<file path="config.mk">
export PLATFORM = sky130hd
export DESIGN_NAME = running_min_max_mean_stddev_flat
export DESIGN_NICKNAME = d
export VERILOG_FILES = /design/src/rmms_pkg.sv /design/src/rmms_stream_if.sv /design/src/rmms_addsub.sv /design/src/rmms_accum.sv /design/src/rmms_engine.sv /design/src/running_min_max_mean_stddev.sv /design/src/flat_wrapper.sv
export SDC_FILE = /design/constraint.sdc
export NUM_CORES = 2
export LEC_CHECK = 0
export ABC_CLOCK_PERIOD_IN_PS = 12520
export BUFFER_PORTS_ARGS = -buffer_cell sky130_fd_sc_hd__buf_2
export CAP_MARGIN = 40
export CORE_ASPECT_RATIO = 0.9
export CORE_MARGIN = 2
export CORE_UTILIZATION = 40
export CTS_BUF_LIST = sky130_fd_sc_hd__clkbuf_4
export CTS_CLUSTER_SIZE = 30
export DETAILED_ROUTE_END_ITERATION = 10
export PLACE_DENSITY = 0.52
export SLEW_MARGIN = 0
export SYNTH_ARGS = -nofsm -noshare
export SYNTH_HDL_FRONTEND = slang
export SYNTH_SLANG_ARGS = --single-unit
</file>
<file path="constraint.sdc">
create_clock -name clk -period 12.52 [get_ports clk]
set_input_delay 2.504 -clock clk [delete_from_list [all_inputs] [get_ports clk]]
set_output_delay 2.504 -clock clk [all_outputs]
set_load 0.02 [all_outputs]
</file>
<file path="src/rmms_pkg.sv">
package rmms_pkg;

    // Fixed field widths of the channel words
    localparam int unsigned VALUE_W = 24;
    localparam int unsigned MEAN_W  = 32;
    localparam int unsigned STD_W   = 31;
    localparam int unsigned COUNT_W = 16;

    // Input word kinds
    localparam logic KIND_SAMPLE = 1'b0;
    localparam logic KIND_FINISH = 1'b1;

    typedef enum logic [1:0] {
        STATUS_OK        = 2'd0,
        STATUS_EMPTY     = 2'd1,
        STATUS_SATURATED = 2'd2
    } status_t;

    typedef struct packed {
        logic                       kind;
        logic signed [VALUE_W-1:0]  sample_value;
    } sample_word_t;

    typedef struct packed {
        status_t                    status;
        logic signed [VALUE_W-1:0]  minimum;
        logic signed [VALUE_W-1:0]  maximum;
        logic [VALUE_W-1:0]         spread;
        logic signed [MEAN_W-1:0]   mean_q8;
        logic [STD_W-1:0]           std_dev_q8;
        logic [COUNT_W-1:0]         sample_count;
    } result_word_t;

endpackage

</file>
<file path="src/rmms_stream_if.sv">
interface rmms_stream_if #(
    parameter type word_t = logic
);
    logic  valid;
    logic  ready;
    word_t data;

    modport source (output valid, output data, input ready);
    modport sink   (input valid, input data, output ready);
endinterface

</file>
<file path="src/rmms_addsub.sv">
module rmms_addsub #(
    parameter int unsigned WIDTH = 78
) (
    input  logic [WIDTH-1:0] a,
    input  logic [WIDTH-1:0] b,
    input  logic             sub,
    output logic [WIDTH-1:0] sum,
    output logic             carry
);
    // carry on subtract means a >= b
    assign {carry, sum} = {1'b0, a} + {1'b0, (b ^ {WIDTH{sub}})} + (WIDTH+1)'(sub);
endmodule

</file>
<file path="src/rmms_accum.sv">
module rmms_accum #(
    parameter int unsigned SAMPLE_BITS = 24,
    parameter int unsigned COUNT_BITS  = 16
) (
    input  logic                                     clk,
    input  logic                                     rst_n,
    input  logic                                     take,
    input  logic [SAMPLE_BITS-1:0]                   sample_bits,
    input  logic                                     clear,
    output logic signed [SAMPLE_BITS-1:0]            stat_min,
    output logic signed [SAMPLE_BITS-1:0]            stat_max,
    output logic signed [SAMPLE_BITS+COUNT_BITS-1:0] stat_sum,
    output logic [2*SAMPLE_BITS+COUNT_BITS-3:0]      stat_sum_sq,
    output logic [COUNT_BITS-1:0]                    stat_count,
    output logic                                     stat_overflow
);
    localparam int unsigned SUM_W = SAMPLE_BITS + COUNT_BITS;
    localparam int unsigned SQ_W  = 2*SAMPLE_BITS + COUNT_BITS - 2;

    logic signed [SAMPLE_BITS-1:0]   pend_reg;
    logic                            pend_valid_reg;
    logic signed [SAMPLE_BITS-1:0]   min_reg;
    logic signed [SAMPLE_BITS-1:0]   max_reg;
    logic signed [SUM_W-1:0]         sum_reg;
    logic [SQ_W-1:0]                 sum_sq_reg;
    logic [COUNT_BITS-1:0]           count_reg;
    logic                            overflow_reg;
    logic signed [2*SAMPLE_BITS-1:0] square;
    logic [SQ_W-1:0]                 square_ext;
    logic                            count_full;

    // one register stage between the sample and its square
    assign square     = pend_reg * pend_reg;
    assign square_ext = SQ_W'(unsigned'(square));
    assign count_full = (count_reg == {COUNT_BITS{1'b1}});

    always_ff @(posedge clk or negedge rst_n)
    begin
        if (!rst_n)
        begin
            pend_reg       <= '0;
            pend_valid_reg <= 1'b0;
            min_reg        <= '0;
            max_reg        <= '0;
            sum_reg        <= '0;
            sum_sq_reg     <= '0;
            count_reg      <= '0;
            overflow_reg   <= 1'b0;
        end
        else
        begin
            pend_valid_reg <= take;
            if (take)
            begin
                pend_reg <= signed'(sample_bits);
            end
            if (clear)
            begin
                min_reg      <= '0;
                max_reg      <= '0;
                sum_reg      <= '0;
                sum_sq_reg   <= '0;
                count_reg    <= '0;
                overflow_reg <= 1'b0;
            end
            else if (pend_valid_reg)
            begin
                if (count_full)
                begin
                    overflow_reg <= 1'b1;
                end
                else
                begin
                    if (count_reg == '0 || pend_reg < min_reg)
                    begin
                        min_reg <= pend_reg;
                    end
                    if (count_reg == '0 || pend_reg > max_reg)
                    begin
                        max_reg <= pend_reg;
                    end
                    sum_reg    <= sum_reg + SUM_W'(pend_reg);
                    sum_sq_reg <= sum_sq_reg + square_ext;
                    count_reg  <= count_reg + 1'b1;
                end
            end
        end
    end

    assign stat_min      = min_reg;
    assign stat_max      = max_reg;
    assign stat_sum      = sum_reg;
    assign stat_sum_sq   = sum_sq_reg;
    assign stat_count    = count_reg;
    assign stat_overflow = overflow_reg;

`ifndef SYNTHESIS
    a_min_le_max: assert property (@(posedge clk) disable iff (!rst_n)
        count_reg != '0 |-> min_reg <= max_reg)
        else $error("running min above running max");
    a_count_holds_full: assert property (@(posedge clk) disable iff (!rst_n)
        count_full && !clear |=> count_full)
        else $error("saturated count moved");
    a_overflow_sticky: assert property (@(posedge clk) disable iff (!rst_n)
        overflow_reg && !clear |=> overflow_reg)
        else $error("overflow flag dropped without clear");
`endif
endmodule

</file>
<file path="src/rmms_engine.sv">
module rmms_engine #(
    parameter int unsigned SAMPLE_BITS = 24,
    parameter int unsigned COUNT_BITS  = 16,
    parameter int unsigned FRAC_BITS   = 8
) (
    input  logic                                     clk,
    input  logic                                     rst_n,
    input  logic                                     start,
    output logic                                     idle,
    output logic                                     clear,
    input  logic signed [SAMPLE_BITS-1:0]            stat_min,
    input  logic signed [SAMPLE_BITS-1:0]            stat_max,
    input  logic signed [SAMPLE_BITS+COUNT_BITS-1:0] stat_sum,
    input  logic [2*SAMPLE_BITS+COUNT_BITS-3:0]      stat_sum_sq,
    input  logic [COUNT_BITS-1:0]                    stat_count,
    input  logic                                     stat_overflow,
    rmms_stream_if.source                            results
);
    import rmms_pkg::*;

    localparam int unsigned SUM_W  = SAMPLE_BITS + COUNT_BITS;
    localparam int unsigned PW     = 2*SAMPLE_BITS + 2*COUNT_BITS - 2;
    localparam int unsigned DW     = PW + 2*FRAC_BITS;
    localparam int unsigned RW     = DW / 2;
    localparam int unsigned QW     = SUM_W + FRAC_BITS;
    localparam int unsigned STEP_W = $clog2(QW);

    typedef enum logic [3:0] {
        S_IDLE, S_START, S_MUL1, S_MUL2, S_DIFF, S_SQRT, S_DIV_STD, S_DIV_MEAN, S_DONE
    } state_t;

    state_t              state_reg, state_next;
    logic                out_valid_reg;
    result_word_t        result_reg, result_next;

    logic [PW-1:0]         acc_reg;
    logic [PW-1:0]         p1_reg;
    logic [SUM_W-1:0]      mplr_reg;
    logic [DW-1:0]         rad_reg;
    logic [RW:0]           rem_reg;
    logic [RW-1:0]         root_reg;
    logic [QW-1:0]         divq_reg;
    logic [COUNT_BITS-1:0] drem_reg;
    logic [QW-1:0]         std_reg;
    logic [STEP_W-1:0]     cnt_reg;
    logic                  empty_reg;

    logic [SUM_W-1:0]      mag;
    logic [RW+2:0]         sq_t;
    logic [RW+1:0]         sq_trial;
    logic [COUNT_BITS:0]   div_t;
    logic [RW-1:0]         root_step;
    logic [QW-1:0]         quot_step;
    logic [SAMPLE_BITS:0]  spread_w;
    logic [MEAN_W-1:0]     mean_w;
    logic [PW-1:0]         unit_a, unit_b, unit_sum;
    logic                  unit_sub, unit_carry;
    logic                  last_step;
    logic                  load_result;

    assign mag       = stat_sum[SUM_W-1] ? unsigned'(-stat_sum) : unsigned'(stat_sum);
    assign sq_t      = {rem_reg, rad_reg[DW-1 -: 2]};
    assign sq_trial  = {root_reg, 2'b01};
    assign div_t     = {drem_reg, divq_reg[QW-1]};
    assign root_step = {root_reg[RW-2:0], unit_carry};
    assign quot_step = {divq_reg[QW-2:0], unit_carry};
    assign last_step = (cnt_reg == '0);

    // shared add / subtract-compare unit
    always_comb
    begin
        unit_a   = '0;
        unit_b   = '0;
        unit_sub = 1'b0;
        case (state_reg)
            S_MUL1:
            begin
                unit_a = {acc_reg[PW-2:0], 1'b0};
                unit_b = mplr_reg[SUM_W-1] ? PW'(stat_sum_sq) : '0;
            end
            S_MUL2:
            begin
                unit_a = {acc_reg[PW-2:0], 1'b0};
                unit_b = mplr_reg[SUM_W-1] ? PW'(mag) : '0;
            end
            S_DIFF:
            begin
                unit_a   = p1_reg;
                unit_b   = acc_reg;
                unit_sub = 1'b1;
            end
            S_SQRT:
            begin
                unit_a   = PW'(sq_t);
                unit_b   = PW'(sq_trial);
                unit_sub = 1'b1;
            end
            S_DIV_STD, S_DIV_MEAN:
            begin
                unit_a   = PW'(div_t);
                unit_b   = PW'(stat_count);
                unit_sub = 1'b1;
            end
            default:
            begin
            end
        endcase
    end

    rmms_addsub #(.WIDTH(PW)) u_unit (
        .a     (unit_a),
        .b     (unit_b),
        .sub   (unit_sub),
        .sum   (unit_sum),
        .carry (unit_carry)
    );

    always_comb
    begin
        state_next = state_reg;
        case (state_reg)
            S_IDLE:     if (start) state_next = S_START;
            S_START:    state_next = (stat_count == '0) ? S_DONE : S_MUL1;
            S_MUL1:     if (last_step) state_next = S_MUL2;
            S_MUL2:     if (last_step) state_next = S_DIFF;
            S_DIFF:     state_next = S_SQRT;
            S_SQRT:     if (last_step) state_next = S_DIV_STD;
            S_DIV_STD:  if (last_step) state_next = S_DIV_MEAN;
            S_DIV_MEAN: if (last_step) state_next = S_DONE;
            S_DONE:     if (load_result) state_next = S_IDLE;
            default:    state_next = S_IDLE;
        endcase
    end

    assign load_result = (state_reg == S_DONE) && (!out_valid_reg || results.ready);
    assign clear       = load_result;
    assign idle        = (state_reg == S_IDLE);

    assign spread_w = {stat_max[SAMPLE_BITS-1], stat_max} - {stat_min[SAMPLE_BITS-1], stat_min};
    assign mean_w   = MEAN_W'(divq_reg);

    always_comb
    begin
        result_next = '0;
        if (empty_reg)
        begin
            result_next.status = STATUS_EMPTY;
        end
        else
        begin
            result_next.status       = stat_overflow ? STATUS_SATURATED : STATUS_OK;
            result_next.minimum      = VALUE_W'(stat_min);
            result_next.maximum      = VALUE_W'(stat_max);
            result_next.spread       = VALUE_W'(spread_w);
            result_next.mean_q8      = signed'(stat_sum[SUM_W-1] ? -mean_w : mean_w);
            result_next.std_dev_q8   = STD_W'(std_reg);
            result_next.sample_count = COUNT_W'(stat_count);
        end
    end

    always_ff @(posedge clk or negedge rst_n)
    begin
        if (!rst_n)
        begin
            state_reg     <= S_IDLE;
            out_valid_reg <= 1'b0;
            result_reg    <= '0;
        end
        else
        begin
            state_reg <= state_next;
            if (load_result)
            begin
                out_valid_reg <= 1'b1;
                result_reg    <= result_next;
            end
            else if (results.ready)
            begin
                out_valid_reg <= 1'b0;
            end
        end
    end

    // datapath
    always_ff @(posedge clk)
    begin
        case (state_reg)
            S_START:
            begin
                empty_reg <= (stat_count == '0);
                acc_reg   <= '0;
                mplr_reg  <= {stat_count, {(SUM_W-COUNT_BITS){1'b0}}};
                cnt_reg   <= STEP_W'(COUNT_BITS - 1);
            end
            S_MUL1:
            begin
                acc_reg  <= unit_sum;
                mplr_reg <= mplr_reg << 1;
                cnt_reg  <= cnt_reg - 1'b1;
                if (last_step)
                begin
                    p1_reg   <= unit_sum;
                    acc_reg  <= '0;
                    mplr_reg <= mag;
                    cnt_reg  <= STEP_W'(SUM_W - 1);
                end
            end
            S_MUL2:
            begin
                acc_reg  <= unit_sum;
                mplr_reg <= mplr_reg << 1;
                cnt_reg  <= cnt_reg - 1'b1;
            end
            S_DIFF:
            begin
                rad_reg  <= unit_carry ? (DW'(unit_sum) << (2*FRAC_BITS)) : '0;
                rem_reg  <= '0;
                root_reg <= '0;
                cnt_reg  <= STEP_W'(RW - 1);
            end
            S_SQRT:
            begin
                rad_reg  <= rad_reg << 2;
                rem_reg  <= unit_carry ? unit_sum[RW:0] : sq_t[RW:0];
                root_reg <= root_step;
                cnt_reg  <= cnt_reg - 1'b1;
                if (last_step)
                begin
                    divq_reg <= QW'(root_step);
                    drem_reg <= '0;
                    cnt_reg  <= STEP_W'(QW - 1);
                end
            end
            S_DIV_STD:
            begin
                divq_reg <= quot_step;
                drem_reg <= unit_carry ? unit_sum[COUNT_BITS-1:0] : div_t[COUNT_BITS-1:0];
                cnt_reg  <= cnt_reg - 1'b1;
                if (last_step)
                begin
                    std_reg  <= quot_step;
                    divq_reg <= QW'(mag) << FRAC_BITS;
                    drem_reg <= '0;
                    cnt_reg  <= STEP_W'(QW - 1);
                end
            end
            S_DIV_MEAN:
            begin
                divq_reg <= quot_step;
                drem_reg <= unit_carry ? unit_sum[COUNT_BITS-1:0] : div_t[COUNT_BITS-1:0];
                cnt_reg  <= cnt_reg - 1'b1;
            end
            default:
            begin
            end
        endcase
    end

    assign results.valid = out_valid_reg;
    assign results.data  = result_reg;

`ifndef SYNTHESIS
    a_sqrt_rem_bound: assert property (@(posedge clk) disable iff (!rst_n)
        state_reg == S_SQRT |-> rem_reg <= {root_reg, 1'b0})
        else $error("square root remainder out of range");
    a_div_rem_bound: assert property (@(posedge clk) disable iff (!rst_n)
        (state_reg == S_DIV_STD || state_reg == S_DIV_MEAN) |-> drem_reg < stat_count)
        else $error("divider remainder not below count");
    a_empty_word: assert property (@(posedge clk) disable iff (!rst_n)
        results.valid && results.data.status == STATUS_EMPTY
        |-> results.data.sample_count == '0 && results.data.std_dev_q8 == '0)
        else $error("empty result carries statistics");
    a_full_word: assert property (@(posedge clk) disable iff (!rst_n)
        results.valid && results.data.status != STATUS_EMPTY
        |-> results.data.sample_count != '0 && results.data.minimum <= results.data.maximum)
        else $error("non-empty result is inconsistent");
`endif
endmodule

</file>
<file path="src/running_min_max_mean_stddev.sv">
// Running statistics: min, max, spread, mean and population std deviation.
//
// samples (sink): one word per handshake; kind KIND_SAMPLE adds sample_value
//   (low SAMPLE_BITS bits, signed) to the current set, kind KIND_FINISH closes
//   the set and produces one word on results.
// results (source): status, minimum, maximum, spread, mean_q8, std_dev_q8
//   (FRAC_BITS fraction bits) and sample_count; held in an output register.
// Sample words are taken one per cycle while the sequencer is idle; each is
//   squared and accumulated in the cycle after it is taken.
// A finish word runs a sequencer around one shared adder/comparator:
//   shift-add multiplies (COUNT_BITS, then SAMPLE_BITS+COUNT_BITS steps),
//   one subtract, a digit-by-digit square root (SAMPLE_BITS+COUNT_BITS+
//   FRAC_BITS-1 steps) and two restoring divides (SAMPLE_BITS+COUNT_BITS+
//   FRAC_BITS steps each); an empty set goes straight to the result. While
//   the sequencer runs, until the result word is loaded, samples.ready is low.
// If results stalls, the next set still accumulates; a later finish is computed,
//   then waits until the held word is taken. Reset clears the store and the output.
module running_min_max_mean_stddev #(
    parameter int unsigned SAMPLE_BITS = 24,
    parameter int unsigned COUNT_BITS  = 16,
    parameter int unsigned FRAC_BITS   = 8
) (
    input  logic          clk,
    input  logic          rst_n,
    rmms_stream_if.sink   samples,
    rmms_stream_if.source results
);
    import rmms_pkg::*;

    localparam int unsigned SUM_W = SAMPLE_BITS + COUNT_BITS;
    localparam int unsigned SQ_W  = 2*SAMPLE_BITS + COUNT_BITS - 2;

    logic                          idle;
    logic                          take;
    logic                          start;
    logic                          clear;
    logic signed [SAMPLE_BITS-1:0] stat_min;
    logic signed [SAMPLE_BITS-1:0] stat_max;
    logic signed [SUM_W-1:0]       stat_sum;
    logic [SQ_W-1:0]               stat_sum_sq;
    logic [COUNT_BITS-1:0]         stat_count;
    logic                          stat_overflow;

    // input side is open whenever the sequencer is parked
    assign samples.ready = idle;
    assign take  = samples.valid && idle && (samples.data.kind == KIND_SAMPLE);
    assign start = samples.valid && idle && (samples.data.kind == KIND_FINISH);

    // running store: min, max, count, sum, sum of squares
    rmms_accum #(
        .SAMPLE_BITS (SAMPLE_BITS),
        .COUNT_BITS  (COUNT_BITS)
    ) u_accum (
        .clk           (clk),
        .rst_n         (rst_n),
        .take          (take),
        .sample_bits   (samples.data.sample_value[SAMPLE_BITS-1:0]),
        .clear         (clear),
        .stat_min      (stat_min),
        .stat_max      (stat_max),
        .stat_sum      (stat_sum),
        .stat_sum_sq   (stat_sum_sq),
        .stat_count    (stat_count),
        .stat_overflow (stat_overflow)
    );

    // finish sequencer; clears the store when its word is loaded
    rmms_engine #(
        .SAMPLE_BITS (SAMPLE_BITS),
        .COUNT_BITS  (COUNT_BITS),
        .FRAC_BITS   (FRAC_BITS)
    ) u_engine (
        .clk           (clk),
        .rst_n         (rst_n),
        .start         (start),
        .idle          (idle),
        .clear         (clear),
        .stat_min      (stat_min),
        .stat_max      (stat_max),
        .stat_sum      (stat_sum),
        .stat_sum_sq   (stat_sum_sq),
        .stat_count    (stat_count),
        .stat_overflow (stat_overflow),
        .results       (results)
    );
endmodule

</file>
<file path="src/flat_wrapper.sv">
// flat-port wrapper written by rule: the top's interface ports become plain ports
module running_min_max_mean_stddev_flat import rmms_pkg::*;
#(
    parameter int unsigned SAMPLE_BITS = 24,
    parameter int unsigned COUNT_BITS  = 16,
    parameter int unsigned FRAC_BITS   = 8
)
  (clk, rst_n, samples_valid, samples_data, samples_ready, results_valid, results_data, results_ready);
  rmms_stream_if #(.word_t(sample_word_t)) samples_i ();
  rmms_stream_if #(.word_t(result_word_t)) results_i ();
  input  logic clk;
  input  logic rst_n;
  input wire logic [$bits(samples_i.valid)-1:0] samples_valid;
  input wire logic [$bits(samples_i.data)-1:0] samples_data;
  output wire logic [$bits(samples_i.ready)-1:0] samples_ready;
  output wire logic [$bits(results_i.valid)-1:0] results_valid;
  output wire logic [$bits(results_i.data)-1:0] results_data;
  input wire logic [$bits(results_i.ready)-1:0] results_ready;
  assign samples_i.valid = samples_valid;
  assign samples_i.data = samples_data;
  assign samples_ready = samples_i.ready;
  assign results_valid = results_i.valid;
  assign results_data = results_i.data;
  assign results_i.ready = results_ready;
  running_min_max_mean_stddev #(.SAMPLE_BITS(SAMPLE_BITS), .COUNT_BITS(COUNT_BITS), .FRAC_BITS(FRAC_BITS)) u_core (.clk(clk), .rst_n(rst_n), .samples(samples_i), .results(results_i));
endmodule
</file>
# Yosys cells after proc, flatten, opt, wreduce, memory -nomap -nowiden
# Index checks and enable logic that the tools add are counted.
classes:
  mux: 60
  eq_ne: 17
  addsub: 9
  n_mul: 1
  reduce_logical: 33
  bitwise: 2
  magnitude_cmp: 2
ops:
  columns: ["operator", "n"]
  rows:
  - ["case mux 78 bit (5 select lines)", 1]
  - ["case mux 78 bit (4 select lines)", 1]
  - ["two-way mux 62 bit", 4]
  - ["two-way mux 40 bit", 6]
  - ["case mux 78 bit (3 select lines)", 1]
  - ["two-way mux 24 bit", 8]
  - ["case mux 94 bit (2 select lines)", 1]
  - ["two-way mux 151 bit", 1]
  - ["two-way mux 48 bit", 3]
  - ["case mux 48 bit (3 select lines)", 1]
  - ["case mux 40 bit (3 select lines)", 1]
  - ["two-way mux 16 bit", 6]
  - ["case mux 48 bit (2 select lines)", 1]
  - ["two-way mux 94 bit", 1]
  - ["case mux 47 bit (2 select lines)", 1]
  - ["adder 78 x 78 -> 79 bit", 1]
  - ["adder 79 x 1 -> 79 bit", 1]
  - ["two-way mux 78 bit", 1]
  - ["XOR 78 bit", 1]
  - ["adder 62 x 48 -> 62 bit", 1]
  - ["multiplier 24 x 24 -> 48 bit", 1]
  - ["case mux 16 bit (3 select lines)", 1]
  - ["adder 40 x 24 -> 40 bit", 1]
  - ["negation 40 bit", 1]
  - ["other kinds (35)", 78]
totals:
  reg_bits: 837
  input_bits: 29
  wordCells: 152
  output_inout_bits: 155

# Longest topological paths before layout
depth:
  depth_word: 10
  mapped_depth: 41
  depth_no_buf: 39

# Cells and area by module
# From an unflattened synthesis, not the netlist that was laid out.
unflattened:
  cells_unflattened: 7096
  hier_area_um2: 67825.0
modules_own_cells:
  columns: ["module", "seq_area_each_um2", "cells_each", "area_per_inst_um2", "instances"]
  rows:
  - ["rmms_accum", 4804.6, 3517, 32406.1, 1]
  - ["rmms_engine", 18097.4, 2730, 29645.9, 1]
  - ["rmms_addsub", 0.0, 847, 5756.8, 1]
  - ["running_min_max_mean_stddev", 0.0, 2, 16.3, 1]

# Least setup slack after synthesis
# No wires, ideal clock.
synth_path:
  kind: "reg-to-reg"
  startpoint: "register u_core.u_engine.state_reg[0]"
  endpoint: "register u_core.u_engine.acc_reg[0] (enable)"
  t_arrival_ps: 9188
  n_path_buf: 3
  slack_ps: 2593
  synth_period_minus_slack_ps: 9927
  stages_incl_launch_ff: 6
  required_ps: 11781
  setup_time_ps: 739
  path_cell_list: "dfrtp_1 clkbuf_1 nor2_1 clkbuf_1 clkbuf_1 nor3_1"
synth_between:
  elab_chain_len: 2
  elab_cells_between_ends: 4
  cone_classes: "eq/ne (3); reduce/logical (1)"
synth_lines:
  columns: ["element", "line", "text"]
  rows:
  - ["start: declaration", "rmms_engine.sv:32", "state_t state_reg, state_next;"]
  - ["start signal: assignment", "rmms_engine.sv:171", "state_reg <= state_next;"]
  - ["== test 4 x 2 -> 1 bit / == test 4 x 1 -> 1 bit (equally long branches)", "rmms_engine.sv:187", "case (state_reg)"]
  - ["nonzero test 3 bit (no source line) (*)", null, null]
  - ["end signal: assignment", "rmms_engine.sv:197", "acc_reg <= unit_sum;"]
  - ["end signal: assignment", "rmms_engine.sv:210", "acc_reg <= unit_sum;"]
  - ["end: declaration", "rmms_engine.sv:36", "logic [PW-1:0] acc_reg;"]
# Every way passes the cells marked *; elsewhere a longest branch is shown, timed or not.
# A chain may end at the register's enable or synchronous reset.

# Worst setup path in the final report
layout_path:
  startpoint: "register u_core.u_accum.pend_reg[1]"
  endpoint: "register u_core.u_accum.sum_sq_reg[60] (netlist: u_core.u_accum.stat_sum_sq[60])"
layout_between:
  elab_chain_len: 5
layout_lines:
  columns: ["element", "line", "text"]
  rows:
  - ["start: declaration", "rmms_accum.sv:20", "logic signed [SAMPLE_BITS-1:0] pend_reg;"]
  - ["start signal: assignment", "rmms_accum.sv:55", "pend_reg <= signed'(sample_bits);"]
  - ["multiplier 24 x 24 -> 48 bit", "rmms_accum.sv:33", "assign square = pend_reg * pend_reg;"]
  - ["adder 62 x 48 -> 62 bit", "rmms_accum.sv:83", "sum_sq_reg <= sum_sq_reg + square_ext;"]
  - ["two-way mux 62 bit", "rmms_accum.sv:68", "if (count_full)"]
  - ["two-way mux 62 bit", "rmms_accum.sv:66", "else if (pend_valid_reg)"]
  - ["two-way mux 62 bit", "rmms_accum.sv:57", "if (clear)"]
  - ["end signal: assignment", "rmms_accum.sv:83", null]
  - ["end: declaration", "rmms_accum.sv:25", "logic [SQ_W-1:0] sum_sq_reg;"]
# No other way between the ends. The select of a mux whose other input is x is not followed.

==> summary.md <==
| Metric | Value |
|---|---|
| Unrepaired setup endpoints after global routing | `false` |
| Post-route ant nets | `0` |
| Setup Slack @ Placement | `1252 ps` |
| Crit path arrival time | `between 10000 and 15000 ps` |
| Post-layout instance area | `between 70000 and 80000 um^2` |
| Io pins | `about 180` |
| Area added between synthesis and finish | `9.740%` |
| Worst r2r path cells | `37` |
| Hold_ws | `456.0 ps` |
| Post-synthesis cell area | `around 66000 um^2` |
| Yosys warns | `0` |
| Drt first pass iters | `6` |
| Core box area | `~160000 um^2` |
| Period utilization | `0.8898` |
| Distinct cells, synth | `86` |
| Largest cells by area after synthesis | `edfxtp_1 21%, fa_1 17%, dfrtp_1 13%, ha_1 7.3%, nand2_1 5.6%` |
| Async SR Flop Fraction | `0.4263` |
| Final RePlAce weighted congestion | `roughly 0.9` |
| Worst Setup End Kind | `flip-flop` |
| Clk root buf | `clkbuf_4` |
| Dpl cells | `approximately 9100` |
| Placed Instance Area | `approximately 70000 um^2` |
| Post-synth EDFFs | `between 400 and 500` |
| Remaining DRCs | `0` |
| Dominant synthesized flop cell | `edfxtp_1` |
| Pin count of the biggest net entering global routing | `156` |
| Syn_nets | `around 7900` |
| Die width | `approximately 430 um` |
| Seq/Total Area, Yosys | `0.3460` |
| Hold_sp | `u_core.u_engine.results.data[36]` |
| Post-layout worst setup margin | `approximately 1400 ps` |
| Worst slew margin | `0.3373` |
| Worst Setup SP | `u_core.u_accum.pend_reg[1]` |
| Die H | `between 300 and 400 um` |
| Worst-path maximum fanout | `24` |
| Setup Viol. Count Final | `0` |
| Via count | `51410` |
| Tmin final | `roughly 11000 ps` |
| Avg Vias per Cell | `~5.4` |
| Final Hold Fails | `0` |
| Hold crit path type | `reg -> reg` |
| Post-synthesis register bit count | `about 820` |
| CTS H-Tree Depth | `4` |
| CTS max path bufs | `3` |
| Pwr Density | `roughly 74 nW/um^2` |
| Critical-path top delay cell | `clkinv_1` |
| Largest Register | `u_core.u_engine.results.data` |
| Die Footprint | `around 170000 um^2` |
| CTS tree | `done` |
| Number of fillers in the final layout | `16160` |
| CP Class | `reg -> reg` |
| Hold-fix buffers, CTS | `0` |
| PortBufs | `~180` |
| Status | `finished clean` |
| GRT overflow | `0` |
| Area leader, netlist | `edfxtp_1` |
| Avg Cell Area, Syn | `about 9.5 um^2` |
| Max Cap Viol | `0` |
| Post-Syn Instances | `6950` |
| Crit start category | `flip-flop` |
| Post-CTS setup buffers | `0` |
| Row count | `between 100 and 150` |
| Share of cells above drive strength 1 | `0.09942` |
| Clock skew | `80.26 ps` |
| Final net count | `8085` |
| Final cell count without fillers | `~9500` |
| Max reg flops | `between 150 and 200` |
| First-pass GRT wire length | `311.1 mm` |
| Post-DP HPWL | `about 150 mm` |
| Initial antenna violation count | `7` |
| Measured slew at the worst slew-check pin | `roughly 990 ps` |
| Setup TNS | `0 ps` |
| Gates resized, CTS repair | `0` |
| Initial core utilization | `0.4029` |
| 1st-iter DRT viols | `between 4000 and 5000` |
| Worst r2r src | `u_core.u_accum.pend_reg[1]` |
| Wirelength, routed | `about 200 mm` |
| Final Util | `0.4422` |
| Fmax | `between 0.08 and 0.09 GHz` |
| CP required | `between 10000 and 15000 ps` |
| Cts bufs inserted | `between 200 and 250` |
| Clock sink count | `between 800 and 900` |
| Avg WL per Cell | `around 21 um` |
| Number of global-route vias before repair | `slightly above 50000` |
| Worst hold path depth | `2` |
| PnR Total Power | `about 5.4 mW` |
| Slowest stage delay, CP | `between 600 and 700 ps` |
| Tot GR Track Use | `0.2374` |
| Final slew viol count | `0` |
| Clock-pin slew on the worst setup and hold paths | `approximately 60 ps` |
| Clock Latency Late Sink | `1250 ps` |
| Lkg Pwr | `33.55 nW` |
| Peak supply drop | `between 0.08 and 0.09 mV` |
| Post-synth top area share | `0.2137` |
-- cell type report --
cell class,instances,area [um^2],share of cell area
repair buffers,280,1876,0.02582
multi-input cells,4876,38690,0.5327
flip-flops and latches,821,22900,0.3154
clock buffers,352,2643,0.03638
well taps,2216,2773,0.03818
diodes,8,20.02,0.0002756
clock inverters,67,357.8,0.004927
inverters,896,3364,0.04632
-- power breakdown --
part	leakage [nW]	internal (mW)	total, mW	switching, mW
logic	23.6	0.00462	0.0299	0.0253
clock network	1.78	1.29	2.54	1.25
registers	8.20	2.84	2.84	0.0000000000000000114
total	33.5	4.13	5.41	1.28
-- cell usage after synthesis (53+ instances only) --
cell type,instances
clkbuf_1,309
o21ai_0,354
nand3_1,66
edfxtp_1,471
a21o_1,173
nand3b_1,53
fa_1,563
a21oi_1,448
o31ai_1,113
nand4_1,56
inv_1,893
and2_1,175
ha_1,386
xnor2_1,180
nor2_1,340
dfrtp_1,350
nand2_1,982
xor2_1,133
o21ai_1,79
a22o_1,139
-- critical path: cells and delay by family (launching register included) --
kind / cells / cell delay, ps
compound gates: 6 / 1490
xor+xnor: 1 / 150
fa+ha+maj: 9 / 4370
buf+inv: 9 / 1440
flops: 1 / 330
simple gates: 12 / 3300
-- layer usage --
metal | routed length, um | vias to the layer above | GRT usage
li1 | - | 24120 | -
met1 | 94900 | 25640 | 0.3496
met2 | 91540 | 1422 | 0.3715
met3 | 10470 | 229 | 0.03035
met4 | 3021 | 0 | 0.05385
met5 | 0 | - | 0
-- placed cells by master (no fill, tap or decap), drive strengths merged, types with 34 or more instances in the layout --
cell,instances
nor3,49
ha,386
a31oi,35
buf,280
clkbuf,352
nand2,982
a21oi,449
o21a,37
nor2,341
nor2b,52
and2,175
a221oi,39
o21ai,434
a22o,139
xor2,133
nand4,56
fa,563
a21o,173
nand3b,53
a211oi,37
nand3,66
a222oi,34
inv,897
clkinv,63
o31ai,116
o21bai,36
edfxtp,471
dfrtp,350
xnor2,180
-- path summary, 6_finish.rpt --
check | endpoint | slack [ps]
min in group asynchronous | u_core.u_engine.state_reg[3] | 1330
max in group asynchronous | u_core.u_accum.stat_sum[39] | 9050
max reg2reg | u_core.u_accum.stat_sum_sq[60] | 1380
min reg2reg | u_core.u_engine.results.data[36] | 460
max | u_core.u_accum.stat_sum_sq[60] | 1380
min | u_core.u_engine.results.data[36] | 460
-- kinds of logic (layout without fill, tap and decap cells) --
group,Yosys count,in the layout,synth area share
xor gates and xnor gates,313,313,0.04142
and+or+nand+nor,1937,1937,0.1331
AOI/OAI and AO/OA,1667,1667,0.1632
other,0,8,0
adders and majority gates,949,949,0.2433
DFF,821,821,0.3460
buffers and inverters,1253,1595,0.07141
muxes,10,10,0.001512
No activity file was read; power rests on OpenSTA's default activity.
